==> config.mk <==
export PLATFORM = sky130hd
export DESIGN_NAME = udp_port_demux_table
export DESIGN_NICKNAME = d
export VERILOG_FILES = /design/src/rtl/core/udpd_pkg.sv /design/src/rtl/core/udpd_cmd_q.sv /design/src/rtl/core/udpd_front.sv /design/src/rtl/core/udpd_back.sv /design/src/rtl/core/udp_port_demux_table.sv
export SDC_FILE = /design/constraint.sdc
export NUM_CORES = 1
export LEC_CHECK = 0
export BUFFER_PORTS_ARGS = -buffer_cell sky130_fd_sc_hd__buf_2
export CORE_ASPECT_RATIO = 0.6
export CORE_MARGIN = 3
export CORE_UTILIZATION = 44
export DETAILED_ROUTE_END_ITERATION = 10
export PLACE_DENSITY = 0.58
export SYNTH_ARGS = -nofsm -noshare
export SYNTH_HDL_FRONTEND = slang
export SYNTH_SLANG_ARGS = --single-unit
==> constraint.sdc <==
create_clock -name clk -period 12 [get_ports clk]
set_input_delay 1.2 -clock clk [delete_from_list [all_inputs] [get_ports clk]]
set_output_delay 1.2 -clock clk [all_outputs]
set_load 0.02 [all_outputs]
==> src/rtl/core/udpd_pkg.sv <==
`timescale 1ns / 1ps

package udpd_pkg;

    localparam int TABLE_DEPTH = 8;
    localparam int CNT_W       = $clog2(TABLE_DEPTH + 1);
    localparam int HDR_BYTES   = 8;
    localparam int POS_W       = $clog2(HDR_BYTES);
    localparam int CQ_DEPTH    = 2;
    localparam int CQ_PTR_W    = $clog2(CQ_DEPTH);
    localparam int CQ_CNT_W    = $clog2(CQ_DEPTH + 1);

    // request codes
    localparam logic [1:0] REQ_HDR    = 2'd0;
    localparam logic [1:0] REQ_LISTEN = 2'd1;
    localparam logic [1:0] REQ_FORGET = 2'd2;

    // result kinds, also used as the operation of a queued command
    localparam logic [1:0] KIND_LISTEN_ACK = 2'd0;
    localparam logic [1:0] KIND_FORGET_ACK = 2'd1;
    localparam logic [1:0] KIND_DELIVERY   = 2'd2;

    // status codes
    localparam logic [1:0] ST_OK       = 2'd0;
    localparam logic [1:0] ST_NO_MATCH = 2'd1;
    localparam logic [1:0] ST_FULL     = 2'd2;

    typedef struct packed {
        logic [1:0]  req_type;
        logic [7:0]  header_byte;
        logic        first_byte;
        logic [15:0] port_key;
        logic [7:0]  handle_in;
    } in_item_t;

    typedef struct packed {
        logic [1:0]  result_kind;
        logic [1:0]  status;
        logic [7:0]  listener_handle;
        logic [15:0] src_port;
        logic [15:0] dst_port;
        logic [15:0] datagram_length;
        logic [15:0] checksum_field;
    } out_item_t;

    // port carries the destination port on delivery, the key otherwise
    typedef struct packed {
        logic [1:0]  op;
        logic [15:0] port;
        logic [7:0]  handle;
        logic [15:0] src_port;
        logic [15:0] datagram_length;
        logic [15:0] checksum_field;
    } cmd_t;

endpackage

==> src/rtl/core/udpd_cmd_q.sv <==
`timescale 1ns / 1ps

module udpd_cmd_q
    import udpd_pkg::*;
(
    input  logic clk,
    input  logic rst_n,
    input  logic push,
    input  cmd_t wr_data,
    output logic full,
    input  logic pop,
    output cmd_t rd_data,
    output logic empty
);

    cmd_t                slot_reg [CQ_DEPTH];
    logic [CQ_PTR_W-1:0] wr_ptr_reg;
    logic [CQ_PTR_W-1:0] wr_ptr_next;
    logic [CQ_PTR_W-1:0] rd_ptr_reg;
    logic [CQ_PTR_W-1:0] rd_ptr_next;
    logic [CQ_CNT_W-1:0] count_reg;
    logic [CQ_CNT_W-1:0] count_next;
    logic                do_push;
    logic                do_pop;

    assign full    = (count_reg == CQ_CNT_W'(CQ_DEPTH));
    assign empty   = (count_reg == '0);
    assign do_push = push && !full;
    assign do_pop  = pop && !empty;
    assign rd_data = slot_reg[rd_ptr_reg];

    always_comb
    begin
        wr_ptr_next = wr_ptr_reg;
        rd_ptr_next = rd_ptr_reg;
        count_next  = count_reg;
        if (do_push)
        begin
            wr_ptr_next = (wr_ptr_reg == CQ_PTR_W'(CQ_DEPTH - 1)) ? '0 : wr_ptr_reg + 1'b1;
        end
        if (do_pop)
        begin
            rd_ptr_next = (rd_ptr_reg == CQ_PTR_W'(CQ_DEPTH - 1)) ? '0 : rd_ptr_reg + 1'b1;
        end
        if (do_push && !do_pop)
        begin
            count_next = count_reg + 1'b1;
        end
        else if (do_pop && !do_push)
        begin
            count_next = count_reg - 1'b1;
        end
    end

    always_ff @(posedge clk or negedge rst_n)
    begin
        if (!rst_n)
        begin
            wr_ptr_reg <= '0;
            rd_ptr_reg <= '0;
            count_reg  <= '0;
        end
        else
        begin
            wr_ptr_reg <= wr_ptr_next;
            rd_ptr_reg <= rd_ptr_next;
            count_reg  <= count_next;
        end
    end

    always_ff @(posedge clk)
    begin
        if (do_push)
        begin
            slot_reg[wr_ptr_reg] <= wr_data;
        end
    end

endmodule

==> src/rtl/core/udpd_front.sv <==
`timescale 1ns / 1ps

module udpd_front
    import udpd_pkg::*;
(
    input  logic     clk,
    input  logic     rst_n,
    input  logic     accept,
    input  in_item_t item,
    output logic     cmd_valid,
    output cmd_t     cmd
);

    logic [POS_W-1:0] pos_reg;
    logic [POS_W-1:0] pos_next;
    logic [7:0]       store_reg [HDR_BYTES-1];
    logic [7:0]       store_next [HDR_BYTES-1];
    logic [POS_W-1:0] pos;
    logic             is_hdr;
    logic             last;

    always_comb
    begin
        pos      = item.first_byte ? '0 : pos_reg;
        is_hdr   = accept && (item.req_type == REQ_HDR);
        last     = (pos == POS_W'(HDR_BYTES - 1));
        pos_next = pos_reg;
        for (int i = 0; i < HDR_BYTES - 1; i++)
        begin
            store_next[i] = store_reg[i];
            if (is_hdr && !last && pos == POS_W'(i))
            begin
                store_next[i] = item.header_byte;
            end
        end
        if (is_hdr)
        begin
            pos_next = last ? '0 : pos + 1'b1;
        end

        cmd.op              = KIND_DELIVERY;
        cmd.port            = item.port_key;
        cmd.handle          = item.handle_in;
        cmd.src_port        = {store_reg[0], store_reg[1]};
        cmd.datagram_length = {store_reg[4], store_reg[5]};
        cmd.checksum_field  = {store_reg[6], item.header_byte};
        cmd_valid           = 1'b0;
        case (item.req_type)
            REQ_HDR:
            begin
                cmd.port  = {store_reg[2], store_reg[3]};
                cmd_valid = is_hdr && last;
            end
            REQ_LISTEN:
            begin
                cmd.op    = KIND_LISTEN_ACK;
                cmd_valid = accept;
            end
            REQ_FORGET:
            begin
                cmd.op    = KIND_FORGET_ACK;
                cmd_valid = accept;
            end
            default:
            begin
                // unknown request: drop
                cmd_valid = 1'b0;
            end
        endcase
    end

    always_ff @(posedge clk or negedge rst_n)
    begin
        if (!rst_n)
        begin
            pos_reg <= '0;
        end
        else
        begin
            pos_reg <= pos_next;
        end
    end

    always_ff @(posedge clk)
    begin
        store_reg <= store_next;
    end

endmodule

==> src/rtl/core/udpd_back.sv <==
`timescale 1ns / 1ps

module udpd_back
    import udpd_pkg::*;
(
    input  logic      clk,
    input  logic      rst_n,
    input  logic      cmd_empty,
    input  cmd_t      cmd,
    output logic      cmd_pop,
    output logic      empty,
    input  logic      pop,
    output out_item_t out_data
);

    logic [15:0]      port_reg [TABLE_DEPTH];
    logic [7:0]       handle_reg [TABLE_DEPTH];
    logic [CNT_W-1:0] count_reg;
    logic [CNT_W-1:0] count_next;
    logic             res_valid_reg;
    logic             res_valid_next;
    out_item_t        res_reg;
    out_item_t        res_next;

    logic [TABLE_DEPTH-1:0] match;
    logic [TABLE_DEPTH-1:0] shift;
    logic                   hit;
    logic [7:0]             hit_handle;
    logic                   seen;
    logic                   table_full;
    logic                   do_listen;
    logic                   do_forget;

    // take a command when the result register is free or being drained
    assign cmd_pop  = !cmd_empty && (!res_valid_reg || pop);
    assign empty    = !res_valid_reg;
    assign out_data = res_reg;

    always_comb
    begin
        seen       = 1'b0;
        hit_handle = '0;
        for (int i = 0; i < TABLE_DEPTH; i++)
        begin
            match[i] = (count_reg > CNT_W'(i)) && (port_reg[i] == cmd.port);
            if (match[i] && !seen)
            begin
                hit_handle = handle_reg[i];
            end
            seen     = seen || match[i];
            // entries from the first match onwards move down on forget
            shift[i] = seen;
        end
        hit        = seen;
        table_full = (count_reg == CNT_W'(TABLE_DEPTH));
        do_listen  = cmd_pop && (cmd.op == KIND_LISTEN_ACK) && !table_full;
        do_forget  = cmd_pop && (cmd.op == KIND_FORGET_ACK) && hit;

        count_next = count_reg;
        if (do_listen)
        begin
            count_next = count_reg + 1'b1;
        end
        else if (do_forget)
        begin
            count_next = count_reg - 1'b1;
        end

        res_next                 = res_reg;
        res_valid_next           = res_valid_reg && !pop;
        if (cmd_pop)
        begin
            res_valid_next           = 1'b1;
            res_next.result_kind     = cmd.op;
            res_next.listener_handle = '0;
            res_next.src_port        = '0;
            res_next.dst_port        = '0;
            res_next.datagram_length = '0;
            res_next.checksum_field  = '0;
            case (cmd.op)
                KIND_DELIVERY:
                begin
                    res_next.status          = hit ? ST_OK : ST_NO_MATCH;
                    res_next.listener_handle = hit ? hit_handle : 8'd0;
                    res_next.src_port        = cmd.src_port;
                    res_next.dst_port        = cmd.port;
                    res_next.datagram_length = cmd.datagram_length;
                    res_next.checksum_field  = cmd.checksum_field;
                end
                KIND_LISTEN_ACK:
                begin
                    res_next.status = table_full ? ST_FULL : ST_OK;
                end
                KIND_FORGET_ACK:
                begin
                    res_next.status = hit ? ST_OK : ST_NO_MATCH;
                end
                default:
                begin
                    res_next.status = ST_OK;
                end
            endcase
        end
    end

    always_ff @(posedge clk or negedge rst_n)
    begin
        if (!rst_n)
        begin
            count_reg     <= '0;
            res_valid_reg <= 1'b0;
        end
        else
        begin
            count_reg     <= count_next;
            res_valid_reg <= res_valid_next;
        end
    end

    always_ff @(posedge clk)
    begin
        res_reg <= res_next;
        for (int i = 0; i < TABLE_DEPTH; i++)
        begin
            if (do_listen && count_reg == CNT_W'(i))
            begin
                port_reg[i]   <= cmd.port;
                handle_reg[i] <= cmd.handle;
            end
            else if (do_forget && shift[i] && i < TABLE_DEPTH - 1)
            begin
                port_reg[i]   <= port_reg[(i + 1) % TABLE_DEPTH];
                handle_reg[i] <= handle_reg[(i + 1) % TABLE_DEPTH];
            end
        end
    end

endmodule

==> src/rtl/core/udp_port_demux_table.sv <==
`timescale 1ns / 1ps

// UDP header demultiplexer with an ordered listener table of TABLE_DEPTH
// entries. Header bytes, listen and forget requests enter through one
// queue-style port; a new item can be pushed each clock while the command
// queue has room. Header bytes are assembled in the front end; the eighth
// byte, a listen or a forget becomes a command in a two-entry queue, and
// the back end executes one command per cycle, while its output register
// is free or being popped, against the table (all entries compared in
// parallel) and holds the result in that register until it is popped. The
// result is registered when the back end takes the command. The table is
// empty straight after reset; no clearing pass is needed.
module udp_port_demux_table
    import udpd_pkg::*;
(
    input  logic      clk,
    input  logic      rst_n,
    input  logic      push,
    input  in_item_t  in_data,
    output logic      full,
    output logic      empty,
    input  logic      pop,
    output out_item_t out_data
);

    logic cmd_valid;
    cmd_t cmd_in;
    cmd_t cmd_out;
    logic cmd_empty;
    logic cmd_pop;
    logic accept;

    assign accept = push && !full;

    udpd_front u_front (
        .clk       (clk),
        .rst_n     (rst_n),
        .accept    (accept),
        .item      (in_data),
        .cmd_valid (cmd_valid),
        .cmd       (cmd_in)
    );

    udpd_cmd_q u_cmd_q (
        .clk     (clk),
        .rst_n   (rst_n),
        .push    (cmd_valid),
        .wr_data (cmd_in),
        .full    (full),
        .pop     (cmd_pop),
        .rd_data (cmd_out),
        .empty   (cmd_empty)
    );

    udpd_back u_back (
        .clk       (clk),
        .rst_n     (rst_n),
        .cmd_empty (cmd_empty),
        .cmd       (cmd_out),
        .cmd_pop   (cmd_pop),
        .empty     (empty),
        .pop       (pop),
        .out_data  (out_data)
    );

endmodule
Yosys cells after proc, flatten, opt, wreduce, memory -nomap -nowiden
Memories as Yosys holds them, arrays and structs flattened.
Index checks and enable logic that the tools add are counted.
{"block": "classes", "n_addsub": 7, "order_cmp": 8, "eq_ne": 28, "muxes": 82, "bitwise_logic": 14, "reduce_logical": 86}
{"op": "16-bit 2-to-1 mux", "count": 9}
{"op": "16-bit equality test", "count": 8}
{"op": "8-bit 2-to-1 mux", "count": 16}
{"op": "1-bit logical AND", "count": 51}
{"op": "1-bit 2-to-1 mux", "count": 45}
{"op": "4-bit by 3-bit equality test with 1-bit output, second input constant", "count": 4}
{"op": "4-bit by 3-bit greater-than comparator with 1-bit output, second input constant", "count": 4}
{"op": "16-bit OR reduction", "count": 1}
{"op": "1-bit logical NOT", "count": 15}
{"op": "1-bit OR", "count": 14}
{"op": "3-bit equality test, second input constant", "count": 4}
{"op": "3-bit 2-to-1 mux", "count": 4}
{"op": "4-bit by 2-bit equality test with 1-bit output, second input constant", "count": 2}
{"op": "4-bit by 1-bit greater-than comparator with 1-bit output, second input constant", "count": 2}
{"op": "4-bit by 2-bit greater-than comparator with 1-bit output, second input constant", "count": 2}
{"op": "1-bit logical OR", "count": 8}
{"op": "4-bit 2-to-1 mux", "count": 2}
{"op": "2-bit one-hot mux with 2 select lines", "count": 2}
{"op": "8-bit OR reduction", "count": 1}
{"op": "2-bit equality test, second input constant", "count": 3}
{"op": "3-bit by 2-bit equality test with 1-bit output, second input constant", "count": 2}
{"op": "2-bit logical NOT", "count": 3}
{"op": "2-bit 2-to-1 mux", "count": 3}
{"op": "4-bit by 1-bit adder with 4-bit output, second input constant", "count": 1}
{"op": "15 further kinds", "count": 19}
{"block": "totals", "register_bits": 144, "ramBits": 340, "input_bits": 39, "n_memories": 3}
{"name": "u_cmd_q.slot_reg", "depth": 2, "word_bits": 74, "rd": 1, "rd_clocked_by_memory_dff": 0, "write_ports": 1, "line": "udpd_cmd_q.sv:16", "source": "cmd_t slot_reg [CQ_DEPTH];"}
{"name": "u_back.port_reg", "depth": 8, "word_bits": 16, "rd": 8, "rd_clocked_by_memory_dff": 0, "write_ports": 7, "line": "udpd_back.sv:16", "source": "logic [15:0] port_reg [TABLE_DEPTH];"}
{"name": "u_back.handle_reg", "depth": 8, "word_bits": 8, "rd": 8, "rd_clocked_by_memory_dff": 0, "write_ports": 7, "line": "udpd_back.sv:17", "source": "logic [7:0] handle_reg [TABLE_DEPTH];"}

Logic depth before layout (Yosys ltp)
Gate-level depths: netlist of the first run.
An unclocked memory read counts as a cell.
{"block": "depth", "ltp_word": 17, "mapped_depth": 15, "depth_no_buf": 10}

Hierarchy
From an unflattened synthesis of the first run, not the netlist that was laid out.
{"block": "unflattened", "cells_unflattened": 1378, "hier_area_um2": 22546.6}
{"module": "udpd_back", "instances": 1, "cells_per_inst": 959, "area_per_inst_um2": 14133.6}
{"module": "udpd_cmd_q", "instances": 1, "cells_per_inst": 249, "area_per_inst_um2": 5739.3}
{"module": "udpd_front", "instances": 1, "cells_per_inst": 169, "area_per_inst_um2": 2660.1}
{"module": "udp_port_demux_table", "instances": 1, "cells_per_inst": 1, "area_per_inst_um2": 13.8}

Least setup slack after synthesis of the first run
Ideal clock, no wire load.
{"block": "synth_timing", "kind": "input to register", "from": "in in_data[24] in the netlist's numbering", "to": "mem u_cmd_q.slot_reg[0][0] in the netlist's numbering, enable pin", "setup_ps": 689, "arrival_ps": 8922, "setup_slack_ps": 2389, "stages": 6, "cell_sequence": "nand2b_1 > inv_1 > ha_1 > ha_1 > a21oi_1 > nor4_1"}
{"block": "synth_between", "elab_chain_cells": 7}
{"item": "from (decl)", "line": "udp_port_demux_table.sv:19", "source": "input in_item_t in_data,"}
{"item": "3-bit 2-to-1 mux", "line": "udpd_front.sv:24", "source": "pos = item.first_byte ? '0 : pos_reg;"}
{"item": "3-bit equality test", "line": "udpd_front.sv:26", "source": "last = (pos == POS_W'(HDR_BYTES - 1));"}
{"item": "1-bit logical AND", "line": "udpd_front.sv:52", "source": "cmd_valid = is_hdr && last;"}
{"item": "1-bit one-hot mux with 2 select lines", "line": "udpd_front.sv:48", "source": "case (item.req_type)"}
{"item": "1-bit logical AND", "line": "udpd_cmd_q.sv:28", "source": "assign do_push = push && !full;"}
{"item": "1-bit 2-to-1 mux", "line": "udpd_cmd_q.sv:73", "source": "if (do_push)"}
{"item": "1-bit 2-to-1 mux (not written as such)", "line": "udpd_cmd_q.sv:75", "source": "slot_reg[wr_ptr_reg] <= wr_data;"}
{"item": "to (decl)", "line": "udpd_cmd_q.sv:16"}
No other way between the ends.

==> run summary, run 1 <==
reg-to-reg startpoint - u_cmd_q.rd_ptr_reg$_DFFE_PN0P_
VDD IR max - 106 uV
die area - 51600 sq um
post-synthesis instance area - 21500 sq um
synth cell count leaders - edfxtp_1, xnor2_1, nor2_1
simple-gate portion of the synthesized area - 0.0886
worst reg2reg endpoint - u_back.port_reg[1][1]$_DFFE_PP_
r2r worst-path depth - 8
mux cell area share after synthesis - 0.0900
# placed instances - 2159
fraction of the mapped netlist area in adder cells - 0.0105
vias in the first global route - 12107
hold endpoint - u_cmd_q.slot_reg[1][24]$_DFFE_PP_
largest net degree at the start of global routing - 75
XOR/XNOR share of the synthesized area - 0.0546
max_slew headroom - 0.0926
post-synthesis sequential element count - 484
global placer's final weighted congestion - 0.953
setup repair after global routing missed its margin - no
total global-route track usage - 0.201
WP data required - 12.30 ns
Final Cycle Share - 0.511
fraction of layout cells with a size suffix above 1 - 0.185
clock skew - 0.0163 ns
CTS Hold Buffers Added - 0
Post-DP HPWL - 36200 microns
CTS max path bufs - 3
Area contributors post-synth - edfxtp_1, xnor2_1, mux2_2
worst hold stages - 0
first-pass GRT wire length - 78300 microns
worst min-delay path category - reg -> reg
maxcap violations - 0
Routed Antenna Nets - 0
Placement Setup Slack - 5.94 ns
status - finished clean
Final Worst Setup Slack - 5.87 ns
PostCTS Resize Cnt - 0
cell count after synthesis - 1468
number of synthesized flops with an enable pin - 472
Final Hold Viols - 0
CORE AREA - 48000 sq um
worst-skew pair later-pin latency - 0.57 ns
Yosys cell types - 65
Leakage - 8.16 nW
I/O Buffers - 116
# DRC - 0
Largest register FFs - 148
die span in x - 291 microns
Async S/R FF share, synth - 0.0248
Ys Warns - 0
Yosys top cell area share - 0.659
gr ovfl total - 0
WL final - 52000 microns
max-slew violations - 0
Peak Freq - 163 MHz
biggest area consumer among synthesized cells - edfxtp_1
worst setup path class - reg -> reg
Worst Path Arrival - 6.43 ns
mean number of vias per cell - 5.56
die height - 177 microns
Worst Hold Launch - u_front.cmd[24]$_DFFE_PP_
Avg Cell Area, Syn - 14.6 sq um
Initial Util - 0.448
Final TNS setup - 0 ns
CTS tree - yes
ANT cells - 0
Area Overhead vs Synth - 12.0%
io pins - 117
Critical Path End Type - register
initial antenna violation count - 1
power per cell area - 206 nW/um^2
routed via count - 12477
drt first pass iters - 5
H-tree levels - 2
post-synthesis compound-gate area fraction - 0.0553
count leader, synth - edfxtp_1
CTS sink cnt - 484
final non-filler cell total - 2244
main combinational cell family by area after synthesis - multiplexers
Worst-path clk slew - 0.06 ns
register-to-register path setup slack - 5.87 ns
drt wl/cell - 23.2 microns
crit start category - register
actual slew at the worst max-slew pin - 1.35 ns
min cycle time layout - 6.13 ns
number of endpoints failing setup at the final stage - 0
ys flop type - edfxtp_1
setup bufs post-CTS - 0
Net count, final - 1624
post-synthesis sequential area ratio - 0.673
Num CTS Buffers - 46
syn nets - 1525
CTS Root Cell - clkbuf_16
crit path max fanout - 27
Rows - 62
DR iter-0 viols - 1324
## cell families (layout without fill, tap and decap cells)
kind of cell | Yosys count | count (layout)
compound gates | 186 | 186
simple gates | 362 | 362
fa+ha+maj | 18 | 18
buf+inv | 121 | 257
xor+xnor | 134 | 134
mux | 163 | 163
flops | 484 | 484
## placed cells by master, fill, tap and decap left out, types with 15 or more instances in the layout
master     synthesis  layout
edfxtp_1         472     472
and2_1            28      27
mux2i_4           15      15
ha_1              18      17
mux2_2            62      62
inv_1             38      37
nand3_1           24      24
nand2_1           36      36
xnor2_1          131     131
buf_2             11     116
mux2_1            27      27
mux2i_1           58      58
nor3_1            21      21
nor2_1           122     122
nor4_1            43      42
clkbuf_16          0      46
buf_4             16      16
a21oi_1           99      99
nor2b_1           48      48
## worst max-delay path by stage
stage	end	startpoint	slack, ns
final	u_back.port_reg[1][1]$_DFFE_PP_	u_cmd_q.rd_ptr_reg$_DFFE_PN0P_	5.87
after floorplan	u_cmd_q.slot_reg[0][0]$_DFFE_PP_	in_data[24]	2.39
after detailed placement	u_back.port_reg[1][1]$_DFFE_PP_	u_cmd_q.rd_ptr_reg$_DFFE_PN0P_	5.94
after CTS	u_back.port_reg[1][1]$_DFFE_PP_	u_cmd_q.rd_ptr_reg$_DFFE_PN0P_	5.90
after global routing	u_back.handle_reg[1][1]$_DFFE_PP_	u_cmd_q.rd_ptr_reg$_DFFE_PN0P_	5.42
after global placement	u_back.port_reg[1][15]$_DFFE_PP_	u_cmd_q.rd_ptr_reg$_DFFE_PN0P_	6.01
## per-stage QoR
step	cell area (sq um)	util	power [mW]	hold slack (ns)
floorplan	21500	-	3.19	0.421
global placement	22600	0.471	3.55	0.422
detailed placement	22600	0.471	3.56	0.429
CTS	24100	0.502	5.00	0.442
global route	24100	0.502	5.19	0.451
finish	24100	0.502	4.96	0.443
## report_power, final
group | switching (mW) | internal, mW | total (mW) | leakage [nW]
registers | 0.103 | 2.14 | 2.25 | 4.48
logic | 0.818 | 0.458 | 1.28 | 2.97
clock network | 0.624 | 0.814 | 1.44 | 0.717
## layout make-up
class,instances,area (sq um)
clock buffers,61,1240
clock inverters,24,235
fillers,4044,23900
inverters,40,151
multi-input cells,863,6480
flip-flops and latches,484,14500
well taps,640,801
repair buffers,132,701
## critical path: stages, from the launching register on
cell and delay (ns):
dfrtp_4 0.92, mux2i_4 0.68, xnor2_1 0.15, nor4_1 0.72, nand4_1 0.65, o22ai_4 0.65
or2_1 0.50, o211a_1 1.11, mux2_1 0.41
## routing by layer
layer	wire length, microns	vias to the layer above	part of all wire	global-route usage
li1	-	5663	-	-
met1	26100	6287	0.50	0.332
met2	20800	476	0.40	0.270
met3	4550	51	0.087	0.0467
met4	542	0	0.010	0.0282
met5	0	-	0	0
(Power assumes the default switching activity.)
==> inputs of run 2 (changes only) <==
--- a/config.mk
+++ b/config.mk
@@ -5,12 +5,13 @@
 export SDC_FILE = /design/constraint.sdc
 export NUM_CORES = 1
 export LEC_CHECK = 0
+export ABC_AREA = 1
 export BUFFER_PORTS_ARGS = -buffer_cell sky130_fd_sc_hd__buf_2
 export CORE_ASPECT_RATIO = 0.6
 export CORE_MARGIN = 3
 export CORE_UTILIZATION = 44
 export DETAILED_ROUTE_END_ITERATION = 10
-export PLACE_DENSITY = 0.58
+export PLACE_DENSITY = 0.6
 export SYNTH_ARGS = -nofsm -noshare
 export SYNTH_HDL_FRONTEND = slang
 export SYNTH_SLANG_ARGS = --single-unit
==> constraint.sdc (replaced) <==
create_clock -name clk -period 5.5 [get_ports clk]
set_input_delay 0.55 -clock clk [delete_from_list [all_inputs] [get_ports clk]]
set_output_delay 0.55 -clock clk [all_outputs]
set_load 0.02 [all_outputs]
==> run 2 against run 1 <==
Sequential power is 120% higher. Non-clock buffer count is 31 higher. Sequential share of layout area decreased by 2.7 points. Critical path depth grew 6. Clock skew rose by 0.018 ns. Largest cell class unchanged. Highest routed layer unchanged.
==> run summary, run 2 <==
die height - 181 microns (+2.0%)
worst setup path class - reg -> reg
CP peak stage delay - 0.90 ns (-0.21 ns)
initial antenna violation count - 2 (+1)
largest net degree at the start of global routing - 70 (-6.7%)
Hold WS - 0.147 ns (-0.297 ns)
Worst-path clk slew - 0.06 ns (about the same)
Rows - 63 (+1.6%)
routed via count - 16291 (+31%)
Yosys top cell area share - 0.633 (-0.0267)
final non-filler cell total - 3010 (+34%)
worst-skew pair later-pin latency - 0.59 ns (+0.02 ns)
CP most frequent cell - nand2_1
Final Cycle Share - 0.857 (+0.346)
most common cell after layout, fill and taps aside - nand2_1
die span in x - 297 microns (+2.0%)
CTS tree - yes
min cycle time layout - 4.71 ns (-1.42 ns)
die area - 53800 sq um (+4.1%)
Largest register FFs - 148 (unchanged)
actual slew at the worst max-slew pin - 1.46 ns (+0.107 ns)
CTS sink cnt - 484 (unchanged)
Routed Antenna Nets - 0 (unchanged)
I/O Buffers - 116 (unchanged)
mean number of vias per cell - 5.41 (-2.7%)
setup repair after global routing missed its margin - no
ys flop type - edfxtp_1
max-slew violations - 0 (unchanged)
worst min-delay path category - in -> reg
cell area after layout - 25200 sq um (+4.7%)
Final Hold Viols - 0 (unchanged)
Area Overhead vs Synth - 12.5%
Final Worst Setup Slack - 0.787 ns (-5.08 ns)
first-pass GRT wire length - 97500 microns (+24%)
Ys Warns - 0 (unchanged)
Critical Path End Type - register
vias in the first global route - 15135 (+25%)
Avg Cell Area, Syn - 10.2 sq um (-30%)
biggest area consumer among synthesized cells - edfxtp_1
post-synthesis instance area - 22400 sq um (+4.2%)
fillers - 4576 (+13%)
cell count after synthesis - 2187 (+49%)
io pins - 117 (unchanged)
most frequent cells in the layout - nand2_1, edfxtp_1, nor2_1, inv_1, o21ai_0
fraction of layout cells with a size suffix above 1 - 0.125 (-0.0600)
post-synthesis sequential area ratio - 0.646 (-0.0273)
power per cell area - 471 nW/um^2 (+130%)
Placement Setup Slack - 0.820 ns (-5.12 ns)
max_slew headroom - 0.0209 (-0.0717)
setup bufs post-CTS - 0 (unchanged)
CTS max path bufs - 3 (unchanged)
number of endpoints failing setup at the final stage - 0 (unchanged)
ANT cells - 0 (unchanged)
drt first pass iters - 5 (unchanged)
Worst Path Arrival - 5.17 ns (-1.26 ns)
syn nets - 2244 (+47%)
WL final - 64700 microns (+24%)
Area contributors post-synth - edfxtp_1, nand2_1, o21ai_0
WP data required - 5.96 ns (-6.34 ns)
post-synthesis sequential element count - 484 (unchanged)
PostCTS Resize Cnt - 0 (unchanged)
Initial Util - 0.450 (+0.00206)
CORE AREA - 49800 sq um (+3.7%)
GR peak layer - met1
number of synthesized flops with an enable pin - 472 (unchanged)
Async S/R FF share, synth - 0.0248 (unchanged)
Slowest cell on crit path - o21ai_0
met3 Use GR - 0.0564 (+0.00980)
crit start category - register
Net count, final - 2351 (+45%)
count leader, synth - nand2_1
total power - 11.9 mW (+140%)
clock skew - 0.0339 ns (+0.0176 ns)
Num CTS Buffers - 46 (unchanged)
critical path cell sequence - buf_4 > nand2_1 > nand2_1 > nand2_1 > nand4_1 > nor2_1 > nand3_2 > nand3_4 > nor2_8 > nand4_4 > o21ai_0 > nand2_1 > nand2_1 > o21ai_0
DR iter-0 viols - 1861 (+41%)
fin util - 0.506 (+0.00457)
drt wl/cell - 21.5 microns (-7.3%)
synth cell count leaders - nand2_1, edfxtp_1, nor2_1
Yosys cell types - 39 (-40%)
maxcap violations - 0 (unchanged)
H-tree levels - 2 (unchanged)
global placer's final weighted congestion - 0.922 (-3.3%)
status - finished clean
Leakage - 10.3 nW (+26%)
Peak Freq - 212 MHz (+30%)
# placed instances - 2927 (+36%)
# DRC - 0 (unchanged)
Final TNS setup - 0 ns (unchanged)
met1 usage - 0.384 (+0.0526)
CTS Root Cell - clkbuf_16
Post-DP HPWL - 44700 microns (+23%)
total global-route track usage - 0.238 (+0.0368)
Cell Area, Placed - 23700 sq um (+4.9%)
met2 GRT Util - 0.319 (+0.0483)
gr ovfl total - 0 (unchanged)
VDD IR max - 320 uV (+200%)
crit path max fanout - 69 (+160%)
run 2: changes by cell type in the layout (fill, tap and decap cells not counted), moves of 85 or more:
cell / previous run / this run
a21oi_1: 99 / 14
o21ai_0: 7 / 155
xnor2_1: 131 / 11
nand2_1: 36 / 647
nand4_1: 5 / 107
inv_1: 37 / 190
run 2: area by class of cell:
cell class	count	area, sq um	share of cell area
clock buffer	63	1230	0.0490
clock inverter	19	259	0.0103
inverter	198	747	0.0296
multi-input combinational	1401	6670	0.265
sequential	484	14500	0.574
tap	682	853	0.0338
timing repair buffer	163	973	0.0386
run 2: repair_timing:
action / 4_1_cts / 5_1_grt
hold buffers: 1 / 0
endpoints found under the hold margin: 12 / 0
setup endpoints to repair: 0 / 0
run 2: worst max-delay path, delay by kind of cell, from the launching register on:
| kind | cells | cell delay, ns |
|---|---|---|
| buffers and inverters | 1 | 0.60 |
| AOI/OAI and AO/OA | 2 | 0.99 |
| DFF | 1 | 0.40 |
| and+or+nand+nor | 11 | 2.60 |
run 2: report_power, final:
part / total [mW] / switching [mW] / internal, mW
clock: 3.24 / 1.42 / 1.82
sequential: 4.99 / 0.185 / 4.80
combinational: 3.65 / 2.73 / 0.920
run 2: layer usage:
layer,vias up,share of wire
met5,-,0
met4,0,0.021
met3,78,0.10
met2,759,0.39
met1,7839,0.48
li1,7615,-
run 2: logic make-up (layout without fill, tap and decap cells):
group                    Yosys count  in the layout  share of synthesized area
flip-flops                       484            484                      0.646
AO/OA/AOI/OAI                    210            210                     0.0485
XOR/XNOR                          45             45                     0.0176
AND/OR/NAND/NOR                 1128           1128                      0.219
buffers and inverters            302            443                     0.0588
adder cells (fa/ha/maj)           18             18                     0.0101
run 2: worst paths after layout:
check	from	endpoint	slack [ns]	cells after the start
max in group asynchronous	rst_n	u_cmd_q.rd_ptr_reg$_DFFE_PN0P_	4.85	2
worst max-delay path	u_cmd_q.rd_ptr_reg$_DFFE_PN0P_	u_back.count_reg[2]$_DFFE_PN0P_	0.79	14
worst min register to register	u_front.cmd[33]$_DFFE_PP_	u_cmd_q.slot_reg[0][33]$_DFFE_PP_	0.44	0
worst min-delay path	in_data[7]	u_cmd_q.slot_reg[0][55]$_DFFE_PP_	0.15	1
min in group asynchronous	rst_n	u_cmd_q.count_reg[1]$_DFFE_PN0P_	0.38	2
worst max register to register	u_cmd_q.rd_ptr_reg$_DFFE_PN0P_	u_back.count_reg[2]$_DFFE_PN0P_	0.79	14
